==> src/rtl/mrlp_pkg.sv <==
// shared types and constants of the modem response line parser
`timescale 1ns / 1ps

package mrlp_pkg;

   // default geometry of the payload store
   localparam int MAX_LINES_DEF      = 8;
   localparam int MAX_LINE_CHARS_DEF = 64;

   // fixed transaction widths
   localparam int REQ_TDATA_W = 24;
   localparam int RSP_TDATA_W = 16;
   localparam int CHAR_W      = 7;

   // action selector carried in req_tuser
   localparam logic ACTION_PARSE = 1'b0;
   localparam logic ACTION_READ  = 1'b1;

   // character codes
   localparam logic [7:0] CHAR_CR    = 8'h0D;
   localparam logic [7:0] CHAR_LF    = 8'h0A;
   localparam logic [7:0] CHAR_O     = 8'h4F;
   localparam logic [7:0] CHAR_E     = 8'h45;
   localparam logic [7:0] CHAR_PLUS  = 8'h2B;
   localparam logic [7:0] CHAR_SPACE = 8'h20;
   localparam logic [7:0] CHAR_TILDE = 8'h7E;
   localparam logic [7:0] CHAR_K     = 8'h4B;
   localparam logic [7:0] CHAR_R     = 8'h52;

   typedef enum logic [1:0] {
      STATUS_NOT_READY = 2'd0,
      STATUS_READY     = 2'd1,
      STATUS_ERROR     = 2'd2
   } status_type;

   // per-transaction result handed from the parser to the output pipeline
   typedef struct packed {
      status_type status;
      logic       result_ok;
      logic [3:0] lines_stored;
      logic       read_hit;
   } result_type;

endpackage

==> src/rtl/mrlp_ram.sv <==
// generic single-write, single-read ram with registered read data
`timescale 1ns / 1ps

module mrlp_ram #(
   parameter int WIDTH = 7,
   parameter int DEPTH = 512
) (
   input  logic                     clock,
   input  logic                     wr_en,
   input  logic [$clog2(DEPTH)-1:0] wr_addr,
   input  logic [WIDTH-1:0]         wr_data,
   input  logic                     rd_en,
   input  logic [$clog2(DEPTH)-1:0] rd_addr,
   output logic [WIDTH-1:0]         rd_data
);

   logic [WIDTH-1:0] mem_ff [DEPTH];
   logic [WIDTH-1:0] rd_data_ff;

   always_ff @(posedge clock) begin
      if (wr_en) begin
         mem_ff[wr_addr] <= wr_data;
      end
      if (rd_en) begin
         rd_data_ff <= mem_ff[rd_addr];
      end
   end

   assign rd_data = rd_data_ff;

endmodule

==> src/rtl/mrlp_parser.sv <==
// response recognizer, line and column counters and line length table
`timescale 1ns / 1ps

module mrlp_parser #(
   parameter int MAX_LINES      = mrlp_pkg::MAX_LINES_DEF,
   parameter int MAX_LINE_CHARS = mrlp_pkg::MAX_LINE_CHARS_DEF,
   localparam int ADDR_W        = $clog2(MAX_LINES * MAX_LINE_CHARS)
) (
   input  logic                         clock,
   input  logic                         reset,
   input  logic                         accept,
   input  logic                         action,
   input  logic [7:0]                   rx_byte,
   input  logic [2:0]                   read_line,
   input  logic [5:0]                   read_column,
   output mrlp_pkg::result_type         result,
   output logic                         wr_en,
   output logic [ADDR_W-1:0]            wr_addr,
   output logic [mrlp_pkg::CHAR_W-1:0]  wr_data,
   output logic [ADDR_W-1:0]            rd_addr
);

   localparam int LCNT_W = $clog2(MAX_LINES + 1);
   localparam int COL_W  = $clog2(MAX_LINE_CHARS + 1);
   localparam int IDX_W  = (MAX_LINES > 1) ? $clog2(MAX_LINES) : 1;

   typedef enum logic [16:0] {
      S_START      = 17'b00000000000000001,
      S_LF1        = 17'b00000000000000010,
      S_FIRST      = 17'b00000000000000100,
      S_OK_K       = 17'b00000000000001000,
      S_ERR_R1     = 17'b00000000000010000,
      S_ERR_R2     = 17'b00000000000100000,
      S_ERR_O      = 17'b00000000001000000,
      S_ERR_R3     = 17'b00000000010000000,
      S_END_CR     = 17'b00000000100000000,
      S_END_LF     = 17'b00000001000000000,
      S_PLUS_FIRST = 17'b00000010000000000,
      S_PLUS_TEXT  = 17'b00000100000000000,
      S_LINE_LF    = 17'b00001000000000000,
      S_LINE_NEXT  = 17'b00010000000000000,
      S_BLANK_LF   = 17'b00100000000000000,
      S_FINAL      = 17'b01000000000000000,
      S_PLAIN_TEXT = 17'b10000000000000000
   } parse_state_type;

   parse_state_type    state_ff, state_in;
   logic               plain_ff, plain_in;
   logic               ok_ff, ok_in;
   logic [LCNT_W-1:0]  lc_ff, lc_in;
   logic [COL_W-1:0]   col_ff, col_in;
   logic [COL_W-1:0]   len_ff [MAX_LINES];

   mrlp_pkg::status_type status;
   logic store_req, end_req, store_ok, end_ok, is_print, parse_go;
   logic [LCNT_W-1:0]  lc_base;
   logic [COL_W-1:0]   col_base;
   logic               in_range, hit;
   logic [IDX_W-1:0]   rd_idx;
   logic [IDX_W-1:0]   wr_idx;

   assign is_print = (rx_byte >= mrlp_pkg::CHAR_SPACE) && (rx_byte <= mrlp_pkg::CHAR_TILDE);
   assign parse_go = accept && (action == mrlp_pkg::ACTION_PARSE);

   always_comb begin
      state_in  = state_ff;
      plain_in  = plain_ff;
      ok_in     = ok_ff;
      lc_base   = lc_ff;
      col_base  = col_ff;
      status    = mrlp_pkg::STATUS_NOT_READY;
      store_req = 1'b0;
      end_req   = 1'b0;
      unique case (state_ff)
         S_START: begin
            // every byte here clears the store, counters and result bit
            lc_base  = '0;
            col_base = '0;
            ok_in    = 1'b0;
            if (rx_byte == mrlp_pkg::CHAR_CR) state_in = S_LF1;
            else status = mrlp_pkg::STATUS_ERROR;
         end
         S_LF1: begin
            if (rx_byte == mrlp_pkg::CHAR_LF) state_in = S_FIRST;
            else status = mrlp_pkg::STATUS_ERROR;
         end
         S_FIRST: begin
            if (rx_byte == mrlp_pkg::CHAR_O) state_in = S_OK_K;
            else if (rx_byte == mrlp_pkg::CHAR_E) state_in = S_ERR_R1;
            else if (rx_byte == mrlp_pkg::CHAR_PLUS) state_in = S_PLUS_FIRST;
            else if (is_print) begin
               store_req = 1'b1;
               plain_in  = 1'b1;
               state_in  = S_PLAIN_TEXT;
            end else status = mrlp_pkg::STATUS_ERROR;
         end
         S_OK_K: begin
            if (rx_byte == mrlp_pkg::CHAR_K) begin
               ok_in    = 1'b1;
               state_in = S_END_CR;
            end else status = mrlp_pkg::STATUS_ERROR;
         end
         S_ERR_R1: begin
            if (rx_byte == mrlp_pkg::CHAR_R) state_in = S_ERR_R2;
            else status = mrlp_pkg::STATUS_ERROR;
         end
         S_ERR_R2: begin
            if (rx_byte == mrlp_pkg::CHAR_R) state_in = S_ERR_O;
            else status = mrlp_pkg::STATUS_ERROR;
         end
         S_ERR_O: begin
            if (rx_byte == mrlp_pkg::CHAR_O) state_in = S_ERR_R3;
            else status = mrlp_pkg::STATUS_ERROR;
         end
         S_ERR_R3: begin
            if (rx_byte == mrlp_pkg::CHAR_R) begin
               ok_in    = 1'b0;
               state_in = S_END_CR;
            end else status = mrlp_pkg::STATUS_ERROR;
         end
         S_END_CR: begin
            if (rx_byte == mrlp_pkg::CHAR_CR) state_in = S_END_LF;
            else status = mrlp_pkg::STATUS_ERROR;
         end
         S_END_LF: begin
            if (rx_byte == mrlp_pkg::CHAR_LF) begin
               state_in = S_START;
               plain_in = 1'b0;
               status   = mrlp_pkg::STATUS_READY;
            end else status = mrlp_pkg::STATUS_ERROR;
         end
         S_PLUS_FIRST: begin
            if (is_print) begin
               store_req = 1'b1;
               state_in  = S_PLUS_TEXT;
            end else status = mrlp_pkg::STATUS_ERROR;
         end
         S_PLUS_TEXT, S_PLAIN_TEXT: begin
            if (is_print) store_req = 1'b1;
            else if (rx_byte == mrlp_pkg::CHAR_CR) begin
               end_req  = 1'b1;
               state_in = S_LINE_LF;
            end else status = mrlp_pkg::STATUS_ERROR;
         end
         S_LINE_LF: begin
            if (rx_byte == mrlp_pkg::CHAR_LF) state_in = S_LINE_NEXT;
            else status = mrlp_pkg::STATUS_ERROR;
         end
         S_LINE_NEXT: begin
            if (rx_byte == mrlp_pkg::CHAR_CR) state_in = S_BLANK_LF;
            else if (!plain_ff && rx_byte == mrlp_pkg::CHAR_PLUS) state_in = S_PLUS_FIRST;
            else status = mrlp_pkg::STATUS_ERROR;
         end
         S_BLANK_LF: begin
            if (rx_byte == mrlp_pkg::CHAR_LF) state_in = S_FINAL;
            else status = mrlp_pkg::STATUS_ERROR;
         end
         S_FINAL: begin
            if (rx_byte == mrlp_pkg::CHAR_O) state_in = S_OK_K;
            else if (rx_byte == mrlp_pkg::CHAR_E) state_in = S_ERR_R1;
            else status = mrlp_pkg::STATUS_ERROR;
         end
         default: begin
            state_in = state_ff;
         end
      endcase
   end

   // characters beyond the line length or line count are dropped
   assign store_ok = store_req && (32'(col_base) < MAX_LINE_CHARS)
                   && (32'(lc_base) < MAX_LINES);
   assign end_ok   = end_req && (32'(lc_base) < MAX_LINES);

   always_comb begin
      lc_in  = lc_base;
      col_in = col_base;
      if (store_ok) col_in = col_base + COL_W'(1);
      if (end_ok) begin
         lc_in  = lc_base + LCNT_W'(1);
         col_in = '0;
      end
   end

   assign wr_idx  = IDX_W'(lc_ff);
   assign wr_en   = parse_go && store_ok;
   assign wr_addr = ADDR_W'(32'(lc_ff) * MAX_LINE_CHARS + 32'(col_ff));
   assign wr_data = rx_byte[mrlp_pkg::CHAR_W-1:0];

   always_ff @(posedge clock) begin
      if (reset) begin
         state_ff <= S_START;
         plain_ff <= 1'b0;
         ok_ff    <= 1'b0;
         lc_ff    <= '0;
         col_ff   <= '0;
      end else if (parse_go) begin
         state_ff <= state_in;
         plain_ff <= plain_in;
         ok_ff    <= ok_in;
         lc_ff    <= lc_in;
         col_ff   <= col_in;
      end
   end

   always_ff @(posedge clock) begin
      if (parse_go && end_ok) begin
         len_ff[wr_idx] <= col_base;
      end
   end

   // a position holds data only if written since the last clear: lines below
   // the line count up to their length, the open line up to the column count
   assign rd_idx   = IDX_W'(read_line);
   assign in_range = (32'(read_line) < MAX_LINES) && (32'(read_column) < MAX_LINE_CHARS);
   always_comb begin
      hit = 1'b0;
      if (in_range) begin
         if (32'(read_line) < 32'(lc_ff)) hit = 32'(read_column) < 32'(len_ff[rd_idx]);
         else if (32'(read_line) == 32'(lc_ff)) hit = 32'(read_column) < 32'(col_ff);
      end
   end
   assign rd_addr = ADDR_W'(32'(read_line) * MAX_LINE_CHARS + 32'(read_column));

   always_comb begin
      if (action == mrlp_pkg::ACTION_PARSE) begin
         result.status       = status;
         result.result_ok    = ok_in;
         result.lines_stored = 4'(lc_in);
         result.read_hit     = 1'b0;
      end else begin
         result.status       = mrlp_pkg::STATUS_NOT_READY;
         result.result_ok    = ok_ff;
         result.lines_stored = 4'(lc_ff);
         result.read_hit     = hit;
      end
   end

endmodule

==> src/rtl/modem_response_line_parser_core.sv <==
// top level of the modem response line parser: stream ports, store and output pipeline
`timescale 1ns / 1ps

// Parses modem responses one received byte per transaction and reports a status for
// every byte (not ready, response complete, syntax error) together with the OK/ERROR
// result bit and the count of completed payload lines. A read transaction returns one
// stored payload character, zero for positions not written since the store was last
// cleared (any byte seen in the start state clears it at once, no sweep needed, since
// the line length table and counters mark which positions hold data). One transaction
// is accepted every clock cycle while the receiver keeps up; each result passes through
// stage one, captured beside the registered read of the payload ram, and then through
// the output register before its response handshake.

module modem_response_line_parser_core #(
   parameter int MAX_LINES      = mrlp_pkg::MAX_LINES_DEF,
   parameter int MAX_LINE_CHARS = mrlp_pkg::MAX_LINE_CHARS_DEF
) (
   input  logic                            clock,
   input  logic                            reset,
   // request transactions
   input  logic                            req_tvalid,
   output logic                            req_tready,
   // rx_byte [7:0], read_line [10:8], read_column [16:11], zero fill above
   input  logic [mrlp_pkg::REQ_TDATA_W-1:0] req_tdata,
   // action: 0 parse rx_byte, 1 read one stored character
   input  logic                            req_tuser,
   // response transactions
   output logic                            rsp_tvalid,
   input  logic                            rsp_tready,
   // status [1:0], result_ok [2], lines_stored [6:3], read_char [13:7], zero fill above
   output logic [mrlp_pkg::RSP_TDATA_W-1:0] rsp_tdata
);

   localparam int DEPTH  = MAX_LINES * MAX_LINE_CHARS;
   localparam int ADDR_W = $clog2(DEPTH);

   logic                          accept;
   mrlp_pkg::result_type          result;
   logic                          wr_en;
   logic [ADDR_W-1:0]             wr_addr;
   logic [mrlp_pkg::CHAR_W-1:0]   wr_data;
   logic [ADDR_W-1:0]             rd_addr;
   logic [mrlp_pkg::CHAR_W-1:0]   rd_data;

   // stage one: result captured beside the ram's registered read
   logic                          s1_valid_ff;
   mrlp_pkg::result_type          s1_res_ff;
   logic                          s1_move;
   // output register
   logic                          out_valid_ff;
   logic [mrlp_pkg::RSP_TDATA_W-1:0] out_data_ff, out_data_in;
   logic [mrlp_pkg::CHAR_W-1:0]   read_char;

   assign s1_move    = s1_valid_ff && (!out_valid_ff || rsp_tready);
   assign req_tready = !s1_valid_ff || s1_move;
   assign accept     = req_tvalid && req_tready;

   mrlp_parser #(
      .MAX_LINES      (MAX_LINES),
      .MAX_LINE_CHARS (MAX_LINE_CHARS)
   ) u_parser (
      .clock       (clock),
      .reset       (reset),
      .accept      (accept),
      .action      (req_tuser),
      .rx_byte     (req_tdata[7:0]),
      .read_line   (req_tdata[10:8]),
      .read_column (req_tdata[16:11]),
      .result      (result),
      .wr_en       (wr_en),
      .wr_addr     (wr_addr),
      .wr_data     (wr_data),
      .rd_addr     (rd_addr)
   );

   // payload character store, one row of MAX_LINE_CHARS per line
   mrlp_ram #(
      .WIDTH (mrlp_pkg::CHAR_W),
      .DEPTH (DEPTH)
   ) u_store (
      .clock   (clock),
      .wr_en   (wr_en),
      .wr_addr (wr_addr),
      .wr_data (wr_data),
      .rd_en   (accept),
      .rd_addr (rd_addr),
      .rd_data (rd_data)
   );

   always_ff @(posedge clock) begin
      if (reset) begin
         s1_valid_ff <= 1'b0;
      end else if (req_tready) begin
         s1_valid_ff <= req_tvalid;
      end
   end

   always_ff @(posedge clock) begin
      if (accept) begin
         s1_res_ff <= result;
      end
   end

   // unwritten positions and parse transactions read as zero
   assign read_char   = s1_res_ff.read_hit ? rd_data : '0;
   assign out_data_in = {2'b00, read_char, s1_res_ff.lines_stored,
                         s1_res_ff.result_ok, s1_res_ff.status};

   always_ff @(posedge clock) begin
      if (reset) begin
         out_valid_ff <= 1'b0;
      end else if (s1_move) begin
         out_valid_ff <= 1'b1;
      end else if (rsp_tready) begin
         out_valid_ff <= 1'b0;
      end
   end

   always_ff @(posedge clock) begin
      if (s1_move) begin
         out_data_ff <= out_data_in;
      end
   end

   assign rsp_tvalid = out_valid_ff;
   assign rsp_tdata  = out_data_ff;

   // back pressure only when both pipeline slots are full
   a_ready_only_when_full: assert property (@(posedge clock) disable iff (reset)
      !req_tready |-> (s1_valid_ff && out_valid_ff))
      else $error("request side stalled with a free pipeline slot");

   // store writes come only from accepted parse transactions
   a_write_on_parse: assert property (@(posedge clock) disable iff (reset)
      wr_en |-> (accept && (req_tuser == mrlp_pkg::ACTION_PARSE)))
      else $error("store written outside a parse transaction");

   // a parse status and a read hit never come together
   a_hit_only_on_read: assert property (@(posedge clock) disable iff (reset)
      (s1_valid_ff && s1_res_ff.status != mrlp_pkg::STATUS_NOT_READY)
      |-> !s1_res_ff.read_hit)
      else $error("read hit flagged on a parse result");

   // a waiting response is not overwritten by stage one
   a_no_overwrite: assert property (@(posedge clock) disable iff (reset)
      (out_valid_ff && !rsp_tready) |=> (out_valid_ff && $stable(out_data_ff)))
      else $error("pending response lost");

endmodule
==> config.mk <==
export PLATFORM = sky130hd
export DESIGN_NAME = modem_response_line_parser_core
export DESIGN_NICKNAME = d
export VERILOG_FILES = /design/src/rtl/mrlp_pkg.sv /design/src/rtl/mrlp_ram.sv /design/src/rtl/mrlp_parser.sv /design/src/rtl/modem_response_line_parser_core.sv
export SDC_FILE = /design/constraint.sdc
export NUM_CORES = 2
export LEC_CHECK = 0
export BUFFER_PORTS_ARGS = -buffer_cell sky130_fd_sc_hd__buf_2
export CORE_MARGIN = 2
export CORE_UTILIZATION = 45
export DETAILED_ROUTE_END_ITERATION = 6
export PLACE_DENSITY = 0.64
export SETUP_SLACK_MARGIN = 0.1
export SYNTH_ARGS = -nofsm -noshare
export SYNTH_HDL_FRONTEND = slang
export SYNTH_SLANG_ARGS = --single-unit
==> constraint.sdc <==
create_clock -name clock -period 5.7 [get_ports clock]
set_input_delay 1.71 -clock clock [delete_from_list [all_inputs] [get_ports clock]]
set_output_delay 1.71 -clock clock [all_outputs]
set_load 0.05 [all_outputs]
Yosys cells after proc, flatten, opt, wreduce, memory -nomap -nowiden
Memories as Yosys holds them, arrays and structs flattened. A register that Yosys moved wholly into a read port is not among the register bits.
Cells that the tools add are included.
{ "word_totals": {"ff_bits": 54, "mem_bits_rw": 3640, "in_bits": 29, "out_inout_bits": 18, "wordCells": 168, "mem_count": 2} }
{ "op_classes": {"add_sub_neg": 4, "order_cmp": 7, "eq_ne": 46, "mux": 70, "n_bitwise": 1, "reduce_logical": 25} }
{ "memory_table": {"columns": ["name", "words", "word_bits", "read_ports", "rd_clocked_by_memory_dff", "wr", "line_no", "text"], "rows": [
  ["u_store.mem_ff", 512, 7, 1, 1, 1, "mrlp_ram.sv:17", "logic [WIDTH-1:0] mem_ff [DEPTH];"],
  ["u_parser.len_ff", 8, 7, 1, 0, 1, "mrlp_parser.sv:52", "logic [COL_W-1:0] len_ff [MAX_LINES];"]
]} }
{ "ops": {"columns": ["op", "n"], "rows": [
  ["$mux 17", 22],
  ["$pmux 17 s16", 1],
  ["$eq 8x7->1 const B", 4],
  ["$mux 2", 15],
  ["$ne 2x1->1 const B", 14],
  ["$mux 1", 22],
  ["$pmux 2 s11", 1],
  ["$mux 7", 3],
  ["$reduce_and 19->1", 1],
  ["$eq 17x1->1 const B", 1],
  ["$eq 17x10->1 const B", 1],
  ["$eq 17x11->1 const B", 1],
  ["$eq 17x12->1 const B", 1],
  ["$eq 17x13->1 const B", 1],
  ["$eq 17x14->1 const B", 1],
  ["$eq 17x15->1 const B", 1],
  ["$eq 17x16->1 const B", 1],
  ["$eq 17x17->1 const B", 1],
  ["$eq 17x2->1 const B", 1],
  ["$eq 17x3->1 const B", 1],
  ["$eq 17x4->1 const B", 1],
  ["$eq 17x5->1 const B", 1],
  ["$eq 17x6->1 const B", 1],
  ["$eq 17x7->1 const B", 1],
  ["other kinds (31)", 55]
]} }

Logic depth before layout (Yosys ltp)
{ "depth": {"word_depth": 12, "ltp_mapped": 13, "depth_no_buf": 9} }

By module
A second synthesis with hierarchy kept.
{ "hier_totals": {"hier_cells": 7672, "area_unflattened_um2": 147302.5} }
{ "modules_own_cells": {"columns": ["mod", "n_inst", "cells_per_inst", "area_each_um2", "seq_area_each_um2"], "rows": [
  ["mrlp_ram", 1, 7154, 141394.4, 107833.4],
  ["mrlp_parser", 1, 476, 5081.1, 2282.2],
  ["modem_response_line_parser_core", 1, 42, 827.0, 700.7]
]} }

Worst setup path after synthesis
No wires, ideal clock.
{ "synth_path": {"path_kind": "input-to-reg", "from": "input req_tdata[8] (netlist bit)", "to": "register s1_res_ff[0] (netlist bit) (data pin)", "setup_time_ns": 0.152, "t_arrival_ns": 4.458, "required_ns": 5.548, "slack_ns": 1.090, "path_stages": 11, "path_buffers": 3, "path_cell_list": "buf_1 -> clkbuf_1 -> buf_1 -> mux4_2 -> mux2i_1 -> ha_1 -> a21o_1 -> a21oi_1 -> and3b_1 -> o21ai_0 -> a31oi_1"} }
{ "synth_between": {"elab_chain_len": 3, "word_cells_on_any_way": 6, "classes_between": "order compare (2); eq/ne (1); mux (2); memory (1)"} }
{ "synth_lines": {"columns": ["element", "line_no", "text"], "rows": [
  ["from (decl)", "modem_response_line_parser_core.sv:24", "input logic [mrlp_pkg::REQ_TDATA_W-1:0] req_tdata,"],
  ["$mem_v2 8x7 / $eq 3x4->1 (equally long branches)", null, null],
  ["$lt 6x7->1 / $mux 1 (equally long branches)", "mrlp_parser.sv:218, mrlp_parser.sv:219", null],
  ["$mux 1 (*)", "mrlp_parser.sv:218", "if (32'(read_line) < 32'(lc_ff)) hit = 32'(read_column) < 32'(len_ff[rd_idx]);"],
  ["to (signal assigned)", "modem_response_line_parser_core.sv:100", "s1_res_ff <= result;"],
  ["to (decl)", "modem_response_line_parser_core.sv:47", "mrlp_pkg::result_type s1_res_ff;"]
]} }
Every way passes the cells marked *; elsewhere a longest branch is shown, timed or not.
A chain may end at the register's enable or synchronous reset.

Worst setup path after layout
{ "layout_path": {"from": "input req_tdata[6] (netlist bit)", "to": "memory u_store.mem_ff[18][3] (enable)"} }
{ "layout_between": {"elab_chain_len": 12, "word_cells_on_any_way": 16, "classes_between": "order compare (2); eq/ne (3); mux (7); reduce/logical (4)"} }
{ "layout_lines": {"columns": ["element", "line_no", "text"], "rows": [
  ["$ge 8x6->1 / $le 8x7->1 (equally long branches)", "mrlp_parser.sv:62", "assign is_print = (rx_byte >= mrlp_pkg::CHAR_SPACE) && (rx_byte <= mrlp_pkg::CHAR_TILDE);"],
  ["$logic_and 1x1->1", "mrlp_parser.sv:62", null],
  ["$mux 1", "mrlp_parser.sv:91, mrlp_parser.sv:133, mrlp_parser.sv:139", null],
  ["$mux 1", "mrlp_parser.sv:90", "else if (rx_byte == mrlp_pkg::CHAR_PLUS) state_in = S_PLUS_FIRST;"],
  ["$mux 1", "mrlp_parser.sv:89", "else if (rx_byte == mrlp_pkg::CHAR_E) state_in = S_ERR_R1;"],
  ["$mux 1", "mrlp_parser.sv:88", "if (rx_byte == mrlp_pkg::CHAR_O) state_in = S_OK_K;"],
  ["$pmux 1 s2 (*)", "mrlp_parser.sv:74", "unique case (state_ff)"],
  ["$logic_and 1x1->1 (*)", "mrlp_parser.sv:170", "assign store_ok = store_req && (32'(col_base) < MAX_LINE_CHARS)"],
  ["$logic_and 1x1->1 (*)", "mrlp_parser.sv:171", "&& (32'(lc_base) < MAX_LINES);"],
  ["$logic_and 1x1->1 (*)", "mrlp_parser.sv:185", "assign wr_en = parse_go && store_ok;"],
  ["$mux 1 (*)", "mrlp_ram.sv:21", "if (wr_en) begin"],
  ["$mux 1 (implied by the code) (*)", "mrlp_ram.sv:22", "mem_ff[wr_addr] <= wr_data;"],
  ["to (decl)", "mrlp_ram.sv:17", null]
]} }
Marks and branches as above.

==> results.py <==
metrics = {
    "floorplan": {
        "start_util": 0.4516,
        "die_area_um2": 326300,
        "ioPinCount": 47,
        "rows": 208,
        "die_w_um": 571.2,
        "die_h_um": 571.2,
        "coreArea_um2": 320600,
    },
    "setup_path": {
        "start_kind": "input pin",
        "critical_path.startpoint": "req_tdata[6]",
        "r2r-start": "u_parser.state_ff[10]$_SDFFE_PP0P_",
        "critPathKind": "input pin to flip-flop",
        "crit_required_ns": 6.21,
        "crit_arrival_ns": 5.10,
        "end_kind": "flip-flop",
        "cp_slowest_cell": "nor2_1",
        "crit_chain": "buf_8 -> or4b_1 -> nor4b_1 -> a211o_2 -> o32ai_1 -> and4b_1 -> buf_4 -> nand3_1 -> buf_4 -> nor2_1",
        "crit_top_cell": "buf_4",
        "path_max_fanout": 15,
        "r2r-end": "u_store.mem_ff[18][3]$_DFFE_PP_",
        "ff2ff_path_depth": 9,
        "critical_path.max_stage_delay_ns": 0.58,
        "regToRegSetupSlack_ns": 1.17,
    },
    "global_route": {
        "track_usage": 0.2115,
        "overflow": 0,
        "antenna_found_initial": 9,
        "grt_pass1_vias": 70690,
        "grt_max_degree": 195,
        "grt_pass1_wl_um": 500500,
    },
    "clock_tree": {
        "clkLatencyLatePin_ns": 0.90,
        "cts_hold_buffers": 0,
        "post_cts_resized": 0,
        "root_buffer": "clkbuf_16",
        "cts_tree": "done",
        "postCtsSetupBuffers": 0,
        "clk_pin_slew_ns": 0.06,
        "clockBufferDepth": 4,
        "cts_num_sinks": 3701,
        "cts_buffers": 365,
        "htreeDepth": 5,
    },
    "place": {
        "gp_congestion": 0.8525,
        "hpwl_um": 210200,
        "numPortBuffers": 37,
        "dp_cells": 11030,
        "place_ws_ns": 0.2423,
        "dpl_cell_area_um2": 151300,
    },
    "drt": {
        "viasPerCell": 5.982,
        "routed_wl_um": 348100,
        "drc_errors": 0,
        "drt.antenna.violating_nets": 0,
        "dr_total_vias": 69950,
        "first_iter_violations": 8414,
        "wl_per_cell_um": 29.77,
        "firstDrtPassIters": 5,
    },
    "synthesis": {
        "syn_inst": 6861,
        "yosysTopAreaCell": "edfxtp_1",
        "netlist_top_cells_area": "edfxtp_1, mux4_2, nor2_1",
        "synth_area_um2": 144800,
        "synth.most_common_cell": "edfxtp_1",
        "yosysWarnings": 0,
        "synth_area_per_cell_um2": 21.10,
        "ys.flop_type": "edfxtp_1",
        "synthTopCellsByCount": "edfxtp_1, mux4_2, nor2_1",
        "netlist.area_leader.share": 0.7610,
        "synth_seq_area_share": 0.7654,
        "synth-edff-count": 3669,
        "synth_seq_cells": 3701,
        "async_reset_ff_frac": 0,
        "yosys.cell_types.count": 69,
    },
    "sta": {
        "fin_crit_ns": 4.586,
        "final-max-slew-violation-count": 0,
        "skew_ns": 0.05110,
        "worstMarginPinSlew_ns": 1.327,
        "max_slew_margin": 0.1155,
        "fmax_mhz": 218.0,
        "setup_tns_ns": 0,
        "rsz0062_at_grt": "no",
        "finalWorstSetupSlack_ns": 1.114,
        "setup_violations": 0,
        "hold_ws_ns": 0.4184,
        "hold_violations": 0,
        "fin_crit_sh": 0.8046,
    },
    "pwr": {
        "power.total_mw": 55.88,
        "ir_drop_mv": 0.2894,
        "power.leakage_nw": 50.01,
        "powerDensity_nw_per_um2": 343.2,
    },
    "worst_hold_path": {
        "whs_path_depth": 0,
        "hp-start": "out_data_in[1]$_SDFFCE_PP0P_",
        "hp-class": "flip-flop to flip-flop",
        "holdPathEnd": "rsp_tdata[1]$_DFFE_PP_",
    },
    "final_layout": {
        "final_area_um2": 162800,
        "stdcell_count": 11690,
        "drive_above_1_share": 0.2534,
        "final_util": 0.5077,
        "areaGrowthSynthToFinish_pct": 12.44,
        "fillers": 25120,
        "layout.nets": 7140,
    },
    "run_status": {
        "status": "complete, no violations",
    },
    "job": {
        "drv_cap": 0,
    },
}
worst max path at each step:
stage | endpoint | cells past startpoint
floorplan | s1_res_ff[0]$_SDFFCE_PN0P_ | 11
global placement | u_store.rd_data[6]$_DFFE_PP_ | 10
detailed placement | u_store.rd_data[1]$_DFFE_PP_ | 11
CTS | u_store.rd_data[6]$_DFFE_PP_ | 10
global route | u_store.mem_ff[18][3]$_DFFE_PP_ | 9
finish | u_store.mem_ff[18][3]$_DFFE_PP_ | 10
kinds of logic (layout without fill, tap and decap cells):
group,count (synthesis),in the layout,share of synthesized area
other cells,1,9,0.00002590
compound gates,538,538,0.02606
fa+ha+maj,17,17,0.001469
mux,1154,1154,0.1592
xor+xnor,8,8,0.0004839
buf+inv,454,972,0.01545
flops,3701,3701,0.7654
simple gates,988,988,0.03194
sequential cells by signal, indices dropped and copies added (netlist names), 4 cells and up:
register           flops
u_parser.col_ff        7
u_parser.state_ff     17
u_store.mem_ff      3584
u_store.rd_data        7
u_parser.lc_ff         4
u_parser.len_ff       56
out_data_in            7
rsp_tdata             14
cell usage in the layout, fill, tap and decap left out, drive strengths merged, types with 12 or more instances in the layout:
| cell | n |
|---|---|
| a21oi | 66 |
| a221oi | 68 |
| a22oi | 12 |
| a32o | 12 |
| and2 | 16 |
| buf | 307 |
| bufinv | 32 |
| clkbuf | 445 |
| clkinv | 152 |
| clkinvlp | 13 |
| dfxtp | 32 |
| edfxtp | 3669 |
| ha | 17 |
| inv | 23 |
| mux2 | 88 |
| mux2i | 156 |
| mux4 | 910 |
| nand2 | 124 |
| nand2b | 20 |
| nand3 | 78 |
| nand4 | 12 |
| nor2 | 613 |
| nor3 | 23 |
| nor4 | 28 |
| o211ai | 18 |
| o21ai | 146 |
| o221ai | 81 |
| o22a | 57 |
| o22ai | 36 |
| or4 | 27 |
report_power, final:
| part | switching, mW | internal [mW] |
|---|---|---|
| sequential | 0.0149 | 29.9 |
| clock | 10.0 | 13.4 |
| combinational | 1.60 | 0.926 |
| total | 11.6 | 44.2 |
routing by layer:
metal,up-vias,GRT usage,share of wire
met5,-,0,0.000078
met4,4,0.05952,0.028
met3,493,0.03821,0.080
met2,3073,0.3457,0.49
met1,37210,0.2931,0.40
li1,29170,-,-
critical path, delay by kind of cell:
kind / cells / cell delay (ns)
AO/OA/AOI/OAI: 2 / 0.75
buffers and inverters: 3 / 0.87
AND/OR/NAND/NOR: 5 / 1.69
final cells by class:
class	instances	area [um^2]	area share
inverters	12	45.04	0.0002767
clock inverters	208	1951	0.01198
flip-flops and latches	3701	110800	0.6807
well taps	4305	5386	0.03309
repair buffers	307	3073	0.01888
diodes	7	17.52	0.0001076
multi-input cells	2707	31940	0.1962
clock buffers	445	9562	0.05874
Power figures use the tool's default switching activity.
